**config.mk**
```make
export PLATFORM = sky130hd
export DESIGN_NAME = triangle_tangent_basis_flat
export DESIGN_NICKNAME = d
export VERILOG_FILES = /design/src/design/ttb_pkg.sv /design/src/design/ttb_if.sv /design/src/design/ttb_front.sv /design/src/design/ttb_queue.sv /design/src/design/ttb_back.sv /design/src/design/triangle_tangent_basis.sv /design/src/flat_wrapper.sv
export SDC_FILE = /design/constraint.sdc
export NUM_CORES = 2
export LEC_CHECK = 0
export BUFFER_PORTS_ARGS = -buffer_cell sky130_fd_sc_hd__buf_2
export CORE_MARGIN = 8
export CORE_UTILIZATION = 55
export DETAILED_ROUTE_END_ITERATION = 10
export MAX_ROUTING_LAYER = met4
export PLACE_DENSITY = 0.72
export SLEW_MARGIN = 20
export SYNTH_ARGS = -nofsm -noshare
export SYNTH_HDL_FRONTEND = slang
export SYNTH_HIERARCHICAL = 1
export SYNTH_SLANG_ARGS = --single-unit
```
**constraint.sdc**
```tcl
create_clock -name clk -period 38.8 [get_ports clk]
set_clock_uncertainty 0.15 [all_clocks]
set_input_delay 0 -clock clk [delete_from_list [all_inputs] [get_ports clk]]
set_output_delay 0 -clock clk [all_outputs]
set_load 0.05 [all_outputs]
```
**src/design/ttb_pkg.sv**
```systemverilog
// ----------------------------------------------------------------------------
// ttb_pkg: shared types and constants of the tangent basis block
// Field widths, arithmetic widths, the triangle record and the state codes.
// ----------------------------------------------------------------------------
`default_nettype none

package ttb_pkg;

    // field widths
    localparam int POS_W     = 32;
    localparam int UV_W      = 18;
    localparam int NRM_W     = 16;
    localparam int OUT_W     = 32;

    // arithmetic widths
    localparam int EDGE_W    = POS_W + 1;
    localparam int DUV_W     = UV_W + 1;
    localparam int MUL_A_W   = 35;
    localparam int MUL_B_W   = DUV_W;
    localparam int PROD_W    = MUL_A_W + MUL_B_W;
    localparam int DET_W     = 39;
    localparam int NUM_W     = 53;
    localparam int UV_FRAC   = 16;
    localparam int NORM_FRAC = 14;
    localparam int QUO_W     = 32;
    localparam int CNT_W     = $clog2(QUO_W);

    // one triangle: edges, UV deltas and the closing corner's normal
    typedef struct packed {
        logic signed [EDGE_W-1:0] e1_x;
        logic signed [EDGE_W-1:0] e1_y;
        logic signed [EDGE_W-1:0] e1_z;
        logic signed [EDGE_W-1:0] e2_x;
        logic signed [EDGE_W-1:0] e2_y;
        logic signed [EDGE_W-1:0] e2_z;
        logic signed [DUV_W-1:0]  du1;
        logic signed [DUV_W-1:0]  dv1;
        logic signed [DUV_W-1:0]  du2;
        logic signed [DUV_W-1:0]  dv2;
        logic signed [NRM_W-1:0]  n_x;
        logic signed [NRM_W-1:0]  n_y;
        logic signed [NRM_W-1:0]  n_z;
    } tri_rec_t;

    // queue status seen by both sides
    typedef struct packed {
        logic full;
        logic empty;
    } q_status_t;

    // corner position within the current triangle
    typedef enum logic [1:0] {
        CNR_FIRST  = 2'd0,
        CNR_SECOND = 2'd1,
        CNR_THIRD  = 2'd2
    } corner_t;

    // back-end sequencer
    typedef enum logic [3:0] {
        ST_IDLE,
        ST_MUL,
        ST_ACC,
        ST_EVAL,
        ST_DIV,
        ST_DIV_END,
        ST_PMUL,
        ST_PACC,
        ST_OUT
    } back_state_t;

    localparam logic [2:0] TERM_DET  = 3'd0;
    localparam logic [2:0] TERM_LAST = 3'd6;
    localparam logic [2:0] TERM_BIT0 = 3'd4;

endpackage

`default_nettype wire

```
**src/design/ttb_if.sv**
```systemverilog
// ----------------------------------------------------------------------------
// ttb_if: channel interfaces of the tangent basis block
// Corner items in, basis items out, valid/ready handshake.
// ----------------------------------------------------------------------------
`default_nettype none

interface ttb_corner_if;
    logic                               valid;
    logic                               ready;
    logic signed [ttb_pkg::POS_W-1:0]   pos_x;
    logic signed [ttb_pkg::POS_W-1:0]   pos_y;
    logic signed [ttb_pkg::POS_W-1:0]   pos_z;
    logic signed [ttb_pkg::UV_W-1:0]    tex_u;
    logic signed [ttb_pkg::UV_W-1:0]    tex_v;
    logic signed [ttb_pkg::NRM_W-1:0]   norm_x;
    logic signed [ttb_pkg::NRM_W-1:0]   norm_y;
    logic signed [ttb_pkg::NRM_W-1:0]   norm_z;

    modport source (output valid, pos_x, pos_y, pos_z, tex_u, tex_v,
                    norm_x, norm_y, norm_z, input ready);
    modport sink   (input valid, pos_x, pos_y, pos_z, tex_u, tex_v,
                    norm_x, norm_y, norm_z, output ready);
endinterface

interface ttb_basis_if;
    logic                               valid;
    logic                               ready;
    logic signed [ttb_pkg::OUT_W-1:0]   tangent_x;
    logic signed [ttb_pkg::OUT_W-1:0]   tangent_y;
    logic signed [ttb_pkg::OUT_W-1:0]   tangent_z;
    logic signed [ttb_pkg::OUT_W-1:0]   bitangent_x;
    logic signed [ttb_pkg::OUT_W-1:0]   bitangent_y;
    logic signed [ttb_pkg::OUT_W-1:0]   bitangent_z;
    logic                               degenerate;

    modport source (output valid, tangent_x, tangent_y, tangent_z, bitangent_x,
                    bitangent_y, bitangent_z, degenerate, input ready);
    modport sink   (input valid, tangent_x, tangent_y, tangent_z, bitangent_x,
                    bitangent_y, bitangent_z, degenerate, output ready);
endinterface

`default_nettype wire

```
**src/design/ttb_front.sv**
```systemverilog
// ----------------------------------------------------------------------------
// ttb_front: corner intake
// Keeps the first two corners and pushes a triangle record on the third.
// ----------------------------------------------------------------------------
`default_nettype none

module ttb_front (
    input  wire logic               clk,
    input  wire logic               rst_n,
    ttb_corner_if.sink              corner,
    input  wire ttb_pkg::q_status_t q_status,
    output logic                    push,
    output ttb_pkg::tri_rec_t       push_rec
);

    ttb_pkg::corner_t                  cnr_reg, cnr_next;
    logic signed [ttb_pkg::POS_W-1:0]  p0_x_reg, p0_y_reg, p0_z_reg;
    logic signed [ttb_pkg::POS_W-1:0]  p1_x_reg, p1_y_reg, p1_z_reg;
    logic signed [ttb_pkg::UV_W-1:0]   u0_reg, v0_reg, u1_reg, v1_reg;
    logic                              accept;

    // stall only the closing corner when the queue is full
    assign corner.ready = (cnr_reg != ttb_pkg::CNR_THIRD) || !q_status.full;
    assign accept       = corner.valid && corner.ready;
    assign push         = accept && (cnr_reg == ttb_pkg::CNR_THIRD);

    // advance the corner position
    always_comb
    begin
        cnr_next = cnr_reg;
        if (accept)
        begin
            unique case (cnr_reg)
                ttb_pkg::CNR_SECOND: cnr_next = ttb_pkg::CNR_THIRD;
                ttb_pkg::CNR_THIRD:  cnr_next = ttb_pkg::CNR_FIRST;
                default:             cnr_next = ttb_pkg::CNR_SECOND;
            endcase
        end
    end

    always_ff @(posedge clk or negedge rst_n)
    begin
        if (!rst_n)
        begin
            cnr_reg <= ttb_pkg::CNR_FIRST;
        end
        else
        begin
            cnr_reg <= cnr_next;
        end
    end

    // hold the first two corners
    always_ff @(posedge clk)
    begin
        if (accept && cnr_reg == ttb_pkg::CNR_SECOND)
        begin
            p1_x_reg <= corner.pos_x;
            p1_y_reg <= corner.pos_y;
            p1_z_reg <= corner.pos_z;
            u1_reg   <= corner.tex_u;
            v1_reg   <= corner.tex_v;
        end
        else if (accept && cnr_reg != ttb_pkg::CNR_THIRD)
        begin
            p0_x_reg <= corner.pos_x;
            p0_y_reg <= corner.pos_y;
            p0_z_reg <= corner.pos_z;
            u0_reg   <= corner.tex_u;
            v0_reg   <= corner.tex_v;
        end
    end

    // form edges and UV deltas of the closing corner
    always_comb
    begin
        push_rec.e1_x = ttb_pkg::EDGE_W'(p1_x_reg) - ttb_pkg::EDGE_W'(p0_x_reg);
        push_rec.e1_y = ttb_pkg::EDGE_W'(p1_y_reg) - ttb_pkg::EDGE_W'(p0_y_reg);
        push_rec.e1_z = ttb_pkg::EDGE_W'(p1_z_reg) - ttb_pkg::EDGE_W'(p0_z_reg);
        push_rec.e2_x = ttb_pkg::EDGE_W'(corner.pos_x) - ttb_pkg::EDGE_W'(p0_x_reg);
        push_rec.e2_y = ttb_pkg::EDGE_W'(corner.pos_y) - ttb_pkg::EDGE_W'(p0_y_reg);
        push_rec.e2_z = ttb_pkg::EDGE_W'(corner.pos_z) - ttb_pkg::EDGE_W'(p0_z_reg);
        push_rec.du1  = ttb_pkg::DUV_W'(u1_reg) - ttb_pkg::DUV_W'(u0_reg);
        push_rec.dv1  = ttb_pkg::DUV_W'(v1_reg) - ttb_pkg::DUV_W'(v0_reg);
        push_rec.du2  = ttb_pkg::DUV_W'(corner.tex_u) - ttb_pkg::DUV_W'(u0_reg);
        push_rec.dv2  = ttb_pkg::DUV_W'(corner.tex_v) - ttb_pkg::DUV_W'(v0_reg);
        push_rec.n_x  = corner.norm_x;
        push_rec.n_y  = corner.norm_y;
        push_rec.n_z  = corner.norm_z;
    end

endmodule

`default_nettype wire

```
**src/design/ttb_queue.sv**
```systemverilog
// ----------------------------------------------------------------------------
// ttb_queue: two-entry triangle queue
// Decouples corner intake from the arithmetic sequencer.
// ----------------------------------------------------------------------------
`default_nettype none

module ttb_queue (
    input  wire logic               clk,
    input  wire logic               rst_n,
    input  wire logic               push,
    input  wire ttb_pkg::tri_rec_t  push_rec,
    input  wire logic               pop,
    output ttb_pkg::tri_rec_t       pop_rec,
    output ttb_pkg::q_status_t      q_status
);

    ttb_pkg::tri_rec_t  store_reg [2];
    logic               wr_ptr_reg, rd_ptr_reg;
    logic [1:0]         fill_reg, fill_next;

    assign q_status.full  = (fill_reg == 2'd2);
    assign q_status.empty = (fill_reg == 2'd0);
    assign pop_rec        = store_reg[rd_ptr_reg];

    // track occupancy
    always_comb
    begin
        fill_next = fill_reg;
        case ({push, pop})
            2'b10:   fill_next = fill_reg + 2'd1;
            2'b01:   fill_next = fill_reg - 2'd1;
            default: fill_next = fill_reg;
        endcase
    end

    always_ff @(posedge clk or negedge rst_n)
    begin
        if (!rst_n)
        begin
            wr_ptr_reg <= 1'b0;
            rd_ptr_reg <= 1'b0;
            fill_reg   <= 2'd0;
        end
        else
        begin
            if (push)
                wr_ptr_reg <= !wr_ptr_reg;
            if (pop)
                rd_ptr_reg <= !rd_ptr_reg;
            fill_reg <= fill_next;
        end
    end

    // write entry
    always_ff @(posedge clk)
    begin
        if (push)
            store_reg[wr_ptr_reg] <= push_rec;
    end

endmodule

`default_nettype wire

```
**src/design/ttb_back.sv**
```systemverilog
// ----------------------------------------------------------------------------
// ttb_back: arithmetic sequencer
// Shared multiplier, bit-serial divider and projection for one triangle.
// ----------------------------------------------------------------------------
`default_nettype none

module ttb_back (
    input  wire logic               clk,
    input  wire logic               rst_n,
    input  wire ttb_pkg::q_status_t q_status,
    input  wire ttb_pkg::tri_rec_t  pop_rec,
    output logic                    pop,
    ttb_basis_if.source             basis
);

    localparam int AW = ttb_pkg::MUL_A_W;
    localparam int BW = ttb_pkg::MUL_B_W;
    localparam int PW = ttb_pkg::PROD_W;
    localparam int DW = ttb_pkg::DET_W;
    localparam int OW = ttb_pkg::OUT_W;
    localparam int QW = ttb_pkg::QUO_W;
    localparam int FR = ttb_pkg::UV_FRAC;

    ttb_pkg::back_state_t     state_reg, state_next;
    ttb_pkg::tri_rec_t        rec_reg;
    logic [2:0]               term_reg;
    logic                     half_reg;
    logic signed [PW-1:0]     prod_reg, acc_reg, prod_full, dot_sum, corr, diff;
    logic [DW-1:0]            det_mag_reg, rem_reg;
    logic                     det_neg_reg, num_neg_reg, ovf_reg, degen_reg;
    logic [QW-1:0]            div_sh_reg;
    logic [ttb_pkg::CNT_W-1:0] cnt_reg;
    logic signed [OW-1:0]     res_reg [6];
    logic [1:0]               pidx_reg;
    logic                     pass_reg;
    logic signed [AW-1:0]     d_reg;
    logic signed [AW-1:0]     mul_a;
    logic signed [BW-1:0]     mul_b;
    logic [2:0]               res_idx;
    logic [ttb_pkg::NUM_W-1:0] num_mag;
    logic [PW-1:0]            acc_abs;
    logic [DW:0]              rem2;
    logic                     qbit, load_out, out_free, last_cnt;
    logic signed [OW-1:0]     div_res, proj_res;
    logic signed [PW-1:0]     dot_shift;
    logic signed [AW-1:0]     e1_sel, e2_sel;
    logic signed [ttb_pkg::NRM_W-1:0] n_sel;

    // edge and normal component of the current lane
    always_comb
    begin
        case (term_reg) inside
            3'd1, 3'd4:
            begin
                e1_sel = AW'(rec_reg.e1_x);
                e2_sel = AW'(rec_reg.e2_x);
            end
            3'd2, 3'd5:
            begin
                e1_sel = AW'(rec_reg.e1_y);
                e2_sel = AW'(rec_reg.e2_y);
            end
            default:
            begin
                e1_sel = AW'(rec_reg.e1_z);
                e2_sel = AW'(rec_reg.e2_z);
            end
        endcase
        case (pidx_reg)
            2'd0:    n_sel = rec_reg.n_x;
            2'd1:    n_sel = rec_reg.n_y;
            default: n_sel = rec_reg.n_z;
        endcase
    end

    // select multiplier operands
    always_comb
    begin
        mul_a = '0;
        mul_b = '0;
        if (state_reg == ttb_pkg::ST_PMUL)
        begin
            mul_a = pass_reg ? d_reg : AW'(res_reg[res_idx]);
            mul_b = BW'(n_sel);
        end
        else if (term_reg == ttb_pkg::TERM_DET)
        begin
            mul_a = half_reg ? AW'(rec_reg.dv1) : AW'(rec_reg.du1);
            mul_b = half_reg ? rec_reg.du2 : rec_reg.dv2;
        end
        else if (term_reg < ttb_pkg::TERM_BIT0)
        begin
            mul_a = half_reg ? e2_sel : e1_sel;
            mul_b = half_reg ? rec_reg.dv1 : rec_reg.dv2;
        end
        else
        begin
            mul_a = half_reg ? e1_sel : e2_sel;
            mul_b = half_reg ? rec_reg.du2 : rec_reg.du1;
        end
    end

    assign prod_full = mul_a * mul_b;
    assign res_idx   = (state_reg == ttb_pkg::ST_PMUL || state_reg == ttb_pkg::ST_PACC)
                       ? {1'b0, pidx_reg} : term_reg - 3'd1;

    // numerator magnitude and divider step
    assign acc_abs  = acc_reg[PW-1] ? PW'(-acc_reg) : PW'(acc_reg);
    assign num_mag  = acc_abs[ttb_pkg::NUM_W-1:0];
    assign rem2     = {rem_reg, div_sh_reg[QW-1]};
    assign qbit     = (rem2 >= {1'b0, det_mag_reg});
    assign last_cnt = (cnt_reg == ttb_pkg::CNT_W'(QW - 1));

    // saturate the quotient with its sign
    always_comb
    begin
        if (num_neg_reg ^ det_neg_reg)
        begin
            if (ovf_reg || div_sh_reg > {1'b1, {(QW-1){1'b0}}})
                div_res = {1'b1, {(OW-1){1'b0}}};
            else
                div_res = OW'(-{1'b0, div_sh_reg});
        end
        else
        begin
            if (ovf_reg || div_sh_reg[QW-1])
                div_res = {1'b0, {(OW-1){1'b1}}};
            else
                div_res = OW'(div_sh_reg);
        end
    end

    // projection arithmetic
    assign dot_sum   = ((pidx_reg == 2'd0) ? '0 : acc_reg) + prod_reg;
    assign dot_shift = dot_sum >>> ttb_pkg::NORM_FRAC;
    assign corr      = prod_reg >>> ttb_pkg::NORM_FRAC;
    assign diff      = PW'(res_reg[res_idx]) - corr;
    always_comb
    begin
        if (diff > PW'(signed'({1'b0, {(OW-1){1'b1}}})))
            proj_res = {1'b0, {(OW-1){1'b1}}};
        else if (diff < -PW'(signed'({1'b0, {(OW-1){1'b1}}})) - PW'(1))
            proj_res = {1'b1, {(OW-1){1'b0}}};
        else
            proj_res = diff[OW-1:0];
    end

    assign out_free = !basis.valid || basis.ready;

    // next state
    always_comb
    begin
        state_next = state_reg;
        unique case (state_reg)
            ttb_pkg::ST_IDLE:
                if (!q_status.empty)
                    state_next = ttb_pkg::ST_MUL;
            ttb_pkg::ST_MUL:
                state_next = ttb_pkg::ST_ACC;
            ttb_pkg::ST_ACC:
                state_next = half_reg ? ttb_pkg::ST_EVAL : ttb_pkg::ST_MUL;
            ttb_pkg::ST_EVAL:
                if (term_reg == ttb_pkg::TERM_DET)
                    state_next = (acc_reg == '0) ? ttb_pkg::ST_OUT : ttb_pkg::ST_MUL;
                else if ({2'b0, num_mag} >= {det_mag_reg, {FR{1'b0}}})
                    state_next = ttb_pkg::ST_DIV_END;
                else
                    state_next = ttb_pkg::ST_DIV;
            ttb_pkg::ST_DIV:
                if (last_cnt)
                    state_next = ttb_pkg::ST_DIV_END;
            ttb_pkg::ST_DIV_END:
                state_next = (term_reg == ttb_pkg::TERM_LAST) ? ttb_pkg::ST_PMUL
                                                             : ttb_pkg::ST_MUL;
            ttb_pkg::ST_PMUL:
                state_next = ttb_pkg::ST_PACC;
            ttb_pkg::ST_PACC:
                state_next = (pass_reg && pidx_reg == 2'd2) ? ttb_pkg::ST_OUT
                                                           : ttb_pkg::ST_PMUL;
            ttb_pkg::ST_OUT:
                if (out_free)
                    state_next = ttb_pkg::ST_IDLE;
            default:
                state_next = ttb_pkg::ST_IDLE;
        endcase
    end

    // sequencer outputs
    always_comb
    begin
        pop      = (state_reg == ttb_pkg::ST_IDLE) && !q_status.empty;
        load_out = (state_reg == ttb_pkg::ST_OUT) && out_free;
    end

    always_ff @(posedge clk or negedge rst_n)
    begin
        if (!rst_n)
        begin
            state_reg   <= ttb_pkg::ST_IDLE;
            basis.valid <= 1'b0;
        end
        else
        begin
            state_reg <= state_next;
            if (load_out)
                basis.valid <= 1'b1;
            else if (basis.ready)
                basis.valid <= 1'b0;
        end
    end

    // datapath
    always_ff @(posedge clk)
    begin
        case (state_reg)
            ttb_pkg::ST_IDLE:
            begin
                rec_reg   <= pop_rec;
                term_reg  <= ttb_pkg::TERM_DET;
                half_reg  <= 1'b0;
                degen_reg <= 1'b0;
                pidx_reg  <= 2'd0;
                pass_reg  <= 1'b0;
            end
            ttb_pkg::ST_MUL:
                prod_reg <= prod_full;
            ttb_pkg::ST_ACC:
            begin
                acc_reg  <= half_reg ? acc_reg - prod_reg : prod_reg;
                half_reg <= !half_reg;
            end
            ttb_pkg::ST_EVAL:
            begin
                if (term_reg == ttb_pkg::TERM_DET)
                begin
                    det_mag_reg <= acc_abs[DW-1:0];
                    det_neg_reg <= acc_reg[PW-1];
                    degen_reg   <= (acc_reg == '0);
                    term_reg    <= term_reg + 3'd1;
                end
                else
                begin
                    num_neg_reg <= acc_reg[PW-1];
                    ovf_reg     <= ({2'b0, num_mag} >= {det_mag_reg, {FR{1'b0}}});
                    rem_reg     <= DW'(num_mag[ttb_pkg::NUM_W-1:FR]);
                    div_sh_reg  <= {num_mag[FR-1:0], {(QW-FR){1'b0}}};
                    cnt_reg     <= '0;
                end
            end
            ttb_pkg::ST_DIV:
            begin
                rem_reg    <= qbit ? DW'(rem2 - {1'b0, det_mag_reg}) : DW'(rem2);
                div_sh_reg <= {div_sh_reg[QW-2:0], qbit};
                cnt_reg    <= cnt_reg + ttb_pkg::CNT_W'(1);
            end
            ttb_pkg::ST_DIV_END:
            begin
                res_reg[res_idx] <= div_res;
                if (term_reg != ttb_pkg::TERM_LAST)
                    term_reg <= term_reg + 3'd1;
            end
            ttb_pkg::ST_PMUL:
                prod_reg <= prod_full;
            ttb_pkg::ST_PACC:
            begin
                if (!pass_reg)
                begin
                    acc_reg <= dot_sum;
                    if (pidx_reg == 2'd2)
                    begin
                        d_reg    <= dot_shift[AW-1:0];
                        pass_reg <= 1'b1;
                        pidx_reg <= 2'd0;
                    end
                    else
                        pidx_reg <= pidx_reg + 2'd1;
                end
                else
                begin
                    res_reg[res_idx] <= proj_res;
                    pidx_reg         <= pidx_reg + 2'd1;
                end
            end
            default:
            begin
            end
        endcase
    end

    // hold the result for the receiver
    always_ff @(posedge clk)
    begin
        if (load_out)
        begin
            basis.degenerate  <= degen_reg;
            basis.tangent_x   <= degen_reg ? '0 : res_reg[0];
            basis.tangent_y   <= degen_reg ? '0 : res_reg[1];
            basis.tangent_z   <= degen_reg ? '0 : res_reg[2];
            basis.bitangent_x <= degen_reg ? '0 : res_reg[3];
            basis.bitangent_y <= degen_reg ? '0 : res_reg[4];
            basis.bitangent_z <= degen_reg ? '0 : res_reg[5];
        end
    end

endmodule

`default_nettype wire

```
**src/design/triangle_tangent_basis.sv**
```systemverilog
// ----------------------------------------------------------------------------
// triangle_tangent_basis: per-triangle tangent and bitangent
// Takes triangle corners and gives one basis item for every third corner.
// ----------------------------------------------------------------------------
// Use:
//   corner: one triangle corner per item (position Q16.16, UV Q2.16,
//   unit normal Q2.14). Corners come in groups of three; the first two are
//   held, the third closes the triangle and is queued for the sequencer.
//   basis: one item per triangle: tangent with the third normal removed,
//   bitangent, and a degenerate flag (zero vectors) when the UV determinant
//   is zero. Values saturate to 32 bits.
// Timing:
//   Corners are taken one per cycle while the two-entry triangle queue has
//   room. Each triangle, from leaving the queue to loading the output
//   register, runs 14 products through one shared multiplier, six quotients
//   through a one-bit-per-cycle divider (skipped when the quotient saturates
//   outright), 6 projection products, and one step each to take the
//   triangle, test the determinant and load the output. Degenerate
//   triangles finish after the determinant.
// Reset: clears the corner position, the queue and the output valid.
// Stall: the output register holds while basis.ready is low; the sequencer
//   waits, then the queue fills, then the closing corner is held off.
// ----------------------------------------------------------------------------
`default_nettype none

module triangle_tangent_basis (
    input  wire logic   clk,
    input  wire logic   rst_n,
    ttb_corner_if.sink  corner,
    ttb_basis_if.source basis
);

    ttb_pkg::tri_rec_t  push_rec, pop_rec;
    ttb_pkg::q_status_t q_status;
    logic               push, pop;

    ttb_front u_front (
        .clk      (clk),
        .rst_n    (rst_n),
        .corner   (corner),
        .q_status (q_status),
        .push     (push),
        .push_rec (push_rec)
    );

    ttb_queue u_queue (
        .clk      (clk),
        .rst_n    (rst_n),
        .push     (push),
        .push_rec (push_rec),
        .pop      (pop),
        .pop_rec  (pop_rec),
        .q_status (q_status)
    );

    ttb_back u_back (
        .clk      (clk),
        .rst_n    (rst_n),
        .q_status (q_status),
        .pop_rec  (pop_rec),
        .pop      (pop),
        .basis    (basis)
    );

`ifndef SYNTHESIS
    // never push into a full queue
    a_no_overflow: assert property (@(posedge clk) disable iff (!rst_n)
        push |-> !q_status.full)
        else $error("triangle pushed into full queue");

    // never pop an empty queue
    a_no_underflow: assert property (@(posedge clk) disable iff (!rst_n)
        pop |-> !q_status.empty)
        else $error("triangle popped from empty queue");

    // a degenerate triangle carries zero vectors
    a_degen_zero: assert property (@(posedge clk) disable iff (!rst_n)
        (basis.valid && basis.degenerate) |->
        (basis.tangent_x == '0 && basis.tangent_y == '0 && basis.tangent_z == '0 &&
         basis.bitangent_x == '0 && basis.bitangent_y == '0 &&
         basis.bitangent_z == '0))
        else $error("degenerate item with nonzero vectors");
`endif

endmodule

`default_nettype wire

```
**src/flat_wrapper.sv**
```systemverilog
// flat-port wrapper written by rule: the top's interface ports become plain ports
module triangle_tangent_basis_flat 
  (clk, rst_n, corner_valid, corner_pos_x, corner_pos_y, corner_pos_z, corner_tex_u, corner_tex_v, corner_norm_x, corner_norm_y, corner_norm_z, corner_ready, basis_valid, basis_tangent_x, basis_tangent_y, basis_tangent_z, basis_bitangent_x, basis_bitangent_y, basis_bitangent_z, basis_degenerate, basis_ready);
  ttb_corner_if corner_i ();
  ttb_basis_if basis_i ();
  input  wire logic clk;
  input  wire logic rst_n;
  input wire logic [$bits(corner_i.valid)-1:0] corner_valid;
  input wire logic [$bits(corner_i.pos_x)-1:0] corner_pos_x;
  input wire logic [$bits(corner_i.pos_y)-1:0] corner_pos_y;
  input wire logic [$bits(corner_i.pos_z)-1:0] corner_pos_z;
  input wire logic [$bits(corner_i.tex_u)-1:0] corner_tex_u;
  input wire logic [$bits(corner_i.tex_v)-1:0] corner_tex_v;
  input wire logic [$bits(corner_i.norm_x)-1:0] corner_norm_x;
  input wire logic [$bits(corner_i.norm_y)-1:0] corner_norm_y;
  input wire logic [$bits(corner_i.norm_z)-1:0] corner_norm_z;
  output wire logic [$bits(corner_i.ready)-1:0] corner_ready;
  output wire logic [$bits(basis_i.valid)-1:0] basis_valid;
  output wire logic [$bits(basis_i.tangent_x)-1:0] basis_tangent_x;
  output wire logic [$bits(basis_i.tangent_y)-1:0] basis_tangent_y;
  output wire logic [$bits(basis_i.tangent_z)-1:0] basis_tangent_z;
  output wire logic [$bits(basis_i.bitangent_x)-1:0] basis_bitangent_x;
  output wire logic [$bits(basis_i.bitangent_y)-1:0] basis_bitangent_y;
  output wire logic [$bits(basis_i.bitangent_z)-1:0] basis_bitangent_z;
  output wire logic [$bits(basis_i.degenerate)-1:0] basis_degenerate;
  input wire logic [$bits(basis_i.ready)-1:0] basis_ready;
  assign corner_i.valid = corner_valid;
  assign corner_i.pos_x = corner_pos_x;
  assign corner_i.pos_y = corner_pos_y;
  assign corner_i.pos_z = corner_pos_z;
  assign corner_i.tex_u = corner_tex_u;
  assign corner_i.tex_v = corner_tex_v;
  assign corner_i.norm_x = corner_norm_x;
  assign corner_i.norm_y = corner_norm_y;
  assign corner_i.norm_z = corner_norm_z;
  assign corner_ready = corner_i.ready;
  assign basis_valid = basis_i.valid;
  assign basis_tangent_x = basis_i.tangent_x;
  assign basis_tangent_y = basis_i.tangent_y;
  assign basis_tangent_z = basis_i.tangent_z;
  assign basis_bitangent_x = basis_i.bitangent_x;
  assign basis_bitangent_y = basis_i.bitangent_y;
  assign basis_bitangent_z = basis_i.bitangent_z;
  assign basis_degenerate = basis_i.degenerate;
  assign basis_i.ready = basis_ready;
  triangle_tangent_basis u_core (.clk(clk), .rst_n(rst_n), .corner(corner_i), .basis(basis_i));
endmodule
```
==> impl_metrics.env <==
export IMPL_status="complete, no violations"
export IMPL_largest_register_ffs=644
export IMPL_final_antenna_net_count=0
export IMPL_wl_per_cell_um=24.9
export IMPL_startpoint_type="flip-flop"
export IMPL_cts_buffers=201
export IMPL_synth_simple_area_share_pct=11.0
export IMPL_clk_path_buf_depth=3
export IMPL_portBuffers=378
export IMPL_die_h_um=489
export IMPL_coreArea_um2=223000
export IMPL_grt_total_usage_pct=30.3
export IMPL_synth_adder_area_share_pct=17.2
export IMPL_via_per_inst=5.98
export IMPL_critPathKind="reg2reg"
export IMPL_cp_max_fo=73
export IMPL_ys_ff_latch=1959
export IMPL_grt_pass1_vias=87600
export IMPL_cts_htree_levels=4
export IMPL_r2r_slack_ns=26.39
export IMPL_clockRootBuffer="clkbuf_16"
export IMPL_die_w_um=489
export IMPL_ioPinCount=379
export IMPL_synth_edf_count=1948
export IMPL_grt_max_degree=194
export IMPL_fin_crit_sh_pct=32.0
export IMPL_syn_nets=12000
export IMPL_ys_seq_area_share_pct=47.7
export IMPL_yosys_warnings=6
export IMPL_synth_top_family_by_area="adder cells"
export IMPL_syn_area_um2=123000
export IMPL_cts_resized=0
export IMPL_fill_cells=17100
export IMPL_max_stage_delay_ns=0.89
export IMPL_critPathArrivalTime_ns=12.84
export IMPL_drv_cap=0
export IMPL_final_area_um2=139000
export IMPL_vias=86000
export IMPL_rsz0062_at_grt="false"
export IMPL_cpMostUsedCell="fa_1"
export IMPL_synth_ff_type="edfxtp_1"
export IMPL_placed_area_um2=128000
export IMPL_placementRows=173
export IMPL_routed_wl_um=358000
export IMPL_synth_xor_area_share_pct=3.43
export IMPL_overflow=0
export IMPL_tightest_slew_ns=1.23
export IMPL_slew_headroom_pct=17.4
export IMPL_gp_congestion=1.01
export IMPL_tns_ns=0
export IMPL_setup_viol=0
export IMPL_drive_gt1_share_pct=12.0
export IMPL_holdWs_ns=0.0736
export IMPL_synth_compound_area_share_pct=10.1
export IMPL_synthMuxAreaShare_pct=5.61
export IMPL_cts_setup_buffers=0
export IMPL_placed_cells=13600
export IMPL_grt_pass1_wl_um=537000
export IMPL_syn_instance_count=10600
export IMPL_cts_tree="yes"
export IMPL_cp_data_required_time_ns=39.23
export IMPL_hold_viol=0
export IMPL_insertion_delay_ns=0.86
export IMPL_drt_iter0_drc=7810
export IMPL_start_util_pct=55.4
export IMPL_fin_cells=14400
export IMPL_synthDistinctLibCells=113
export IMPL_finalMaxSlewViolations=0
export IMPL_crit_path_end_kind="flip-flop"
export IMPL_synthArstFlopShare_pct=0.562
export IMPL_max_freq_mhz=80.6
export IMPL_synthToLayoutAreaGrowth_pct=12.6
export IMPL_fin_crit_ns=12.41
export IMPL_layout_nets=12700
export IMPL_cts_num_sinks=1959
export IMPL_drc=0
export IMPL_antenna_found_initial=16
export IMPL_dr_pass1_iters=8
export IMPL_cts_clk_slew_worst_paths_ns=0.06
export IMPL_syn_avg_cell_area_um2=11.7
export IMPL_die_area_um2=239000
export IMPL_crit_slowest_cell="o21ai_1"
export IMPL_hpwl_um=263000
export IMPL_hold_path_class="in2reg"
==> critical path, delay by kind of cell, from the launching register on <==
family / cells / cell delay (ns)
and+or+nand+nor: 6 / 1.16
xor gates and xnor gates: 1 / 0.07
AOI/OAI and AO/OA: 16 / 5.07
adders and majority gates: 8 / 3.61
DFF: 1 / 0.54
buffers and inverters: 6 / 1.47
==> cell usage in the layout (no fill, tap or decap), drive strengths merged, types with 70 or more instances in the layout <==
| cell | synthesis | final |
|---|---|---|
| mux2i | 83 | 83 |
| ha | 643 | 643 |
| and3 | 70 | 70 |
| nand3 | 208 | 208 |
| dlygate4sd3 | 0 | 366 |
| o21ai | 418 | 418 |
| a21o | 220 | 220 |
| nand2 | 991 | 991 |
| clkbuf | 308 | 235 |
| inv | 1065 | 1070 |
| fa | 656 | 656 |
| nor2 | 807 | 807 |
| o21a | 112 | 112 |
| xor2 | 150 | 150 |
| a21oi | 550 | 550 |
| xnor2 | 333 | 333 |
| buf | 134 | 524 |
| mux2 | 342 | 342 |
| clkinv | 1 | 87 |
| a31oi | 77 | 77 |
| nor2b | 322 | 322 |
| nand2b | 161 | 161 |
| nor3 | 93 | 93 |
| edfxtp | 1948 | 1948 |
==> final timing paths <==
path                                                         to                        from  depth (start not counted)
worst max-delay path                 u_core/u_back/prod_reg[47]  u_core/u_back/state_reg[2]                         37
worst min-delay path            u_core/u_queue/store_reg[0][67]             corner_tex_u[0]                          5
worst max register to register       u_core/u_back/prod_reg[47]  u_core/u_back/state_reg[2]                         37
worst min register to register       u_core/u_queue/fill_reg[1]  u_core/u_queue/fill_reg[1]                          1
max in group asynchronous             u_core/u_queue/rd_ptr_reg                       rst_n                          3
min in group asynchronous             u_core/u_front/cnr_reg[1]                       rst_n                          3
==> synth_stat cells (83+ instances only) <==
master | n | area (µm²)
o21a_1 | 112 | 841
a21o_1 | 220 | 1650
nand2_1 | 991 | 3720
fa_1 | 656 | 13100
o21ai_0 | 347 | 1740
a21oi_1 | 550 | 2750
xor2_1 | 150 | 1310
nor3_1 | 90 | 450
edfxtp_1 | 1948 | 58500
ha_1 | 643 | 8050
nor2_1 | 807 | 3030
clkbuf_1 | 308 | 1160
xnor2_1 | 333 | 2920
nor2b_1 | 321 | 2010
nand3_1 | 207 | 1040
mux2i_1 | 83 | 831
inv_1 | 1064 | 3990
nand2b_1 | 161 | 1010
mux2_4 | 270 | 4050
==> routing by layer <==
metal  track usage [%]  wire length, µm
met4              13.5            19100
met3              5.21            26800
met5                 -                0
met1              37.5           141000
met2              49.1           171000
==> per-stage QoR <==
step                util [%]  worst slack, ns
floorplan                  -            23.49
global placement        57.6            26.41
detailed placement      57.6            26.54
CTS                     62.3            26.48
global route            62.4            25.88
finish                  62.4            26.39
==> logic make-up (layout without fill, tap and decap cells) <==
| kind of cell | count (synthesis) | after routing |
|---|---|---|
| AO/OA/AOI/OAI | 1929 | 1929 |
| multiplexers | 479 | 479 |
| adder cells (fa/ha/maj) | 1299 | 1299 |
| other | 0 | 12 |
| flip-flops | 1959 | 1959 |
| XOR/XNOR | 483 | 483 |
| buffers and inverters | 1508 | 2326 |
| AND/OR/NAND/NOR | 2909 | 2909 |
==> layout make-up <==
class / count / area [µm²] / share of cell area, %
sequential: 1959 / 58800 / 42.4
multi-input combinational: 7099 / 58700 / 42.3
timing repair buffer: 891 / 6730 / 4.85
clock buffer: 234 / 5200 / 3.74
inverter: 1066 / 4010 / 2.89
tap: 2975 / 3720 / 2.68
clock inverter: 135 / 1610 / 1.16
antenna: 12 / 30.0 / 0.0216
==> repair_timing <==
| item | in CTS | in global routing |
|---|---|---|
| hold endpoints to repair | 772 | 0 |
| endpoints found under the setup margin | 0 | 0 |
| hold buffers | 366 | 0 |
Power is not shown: default switching activity piles up to over one toggle a cycle in this logic, so the estimate is an artifact.
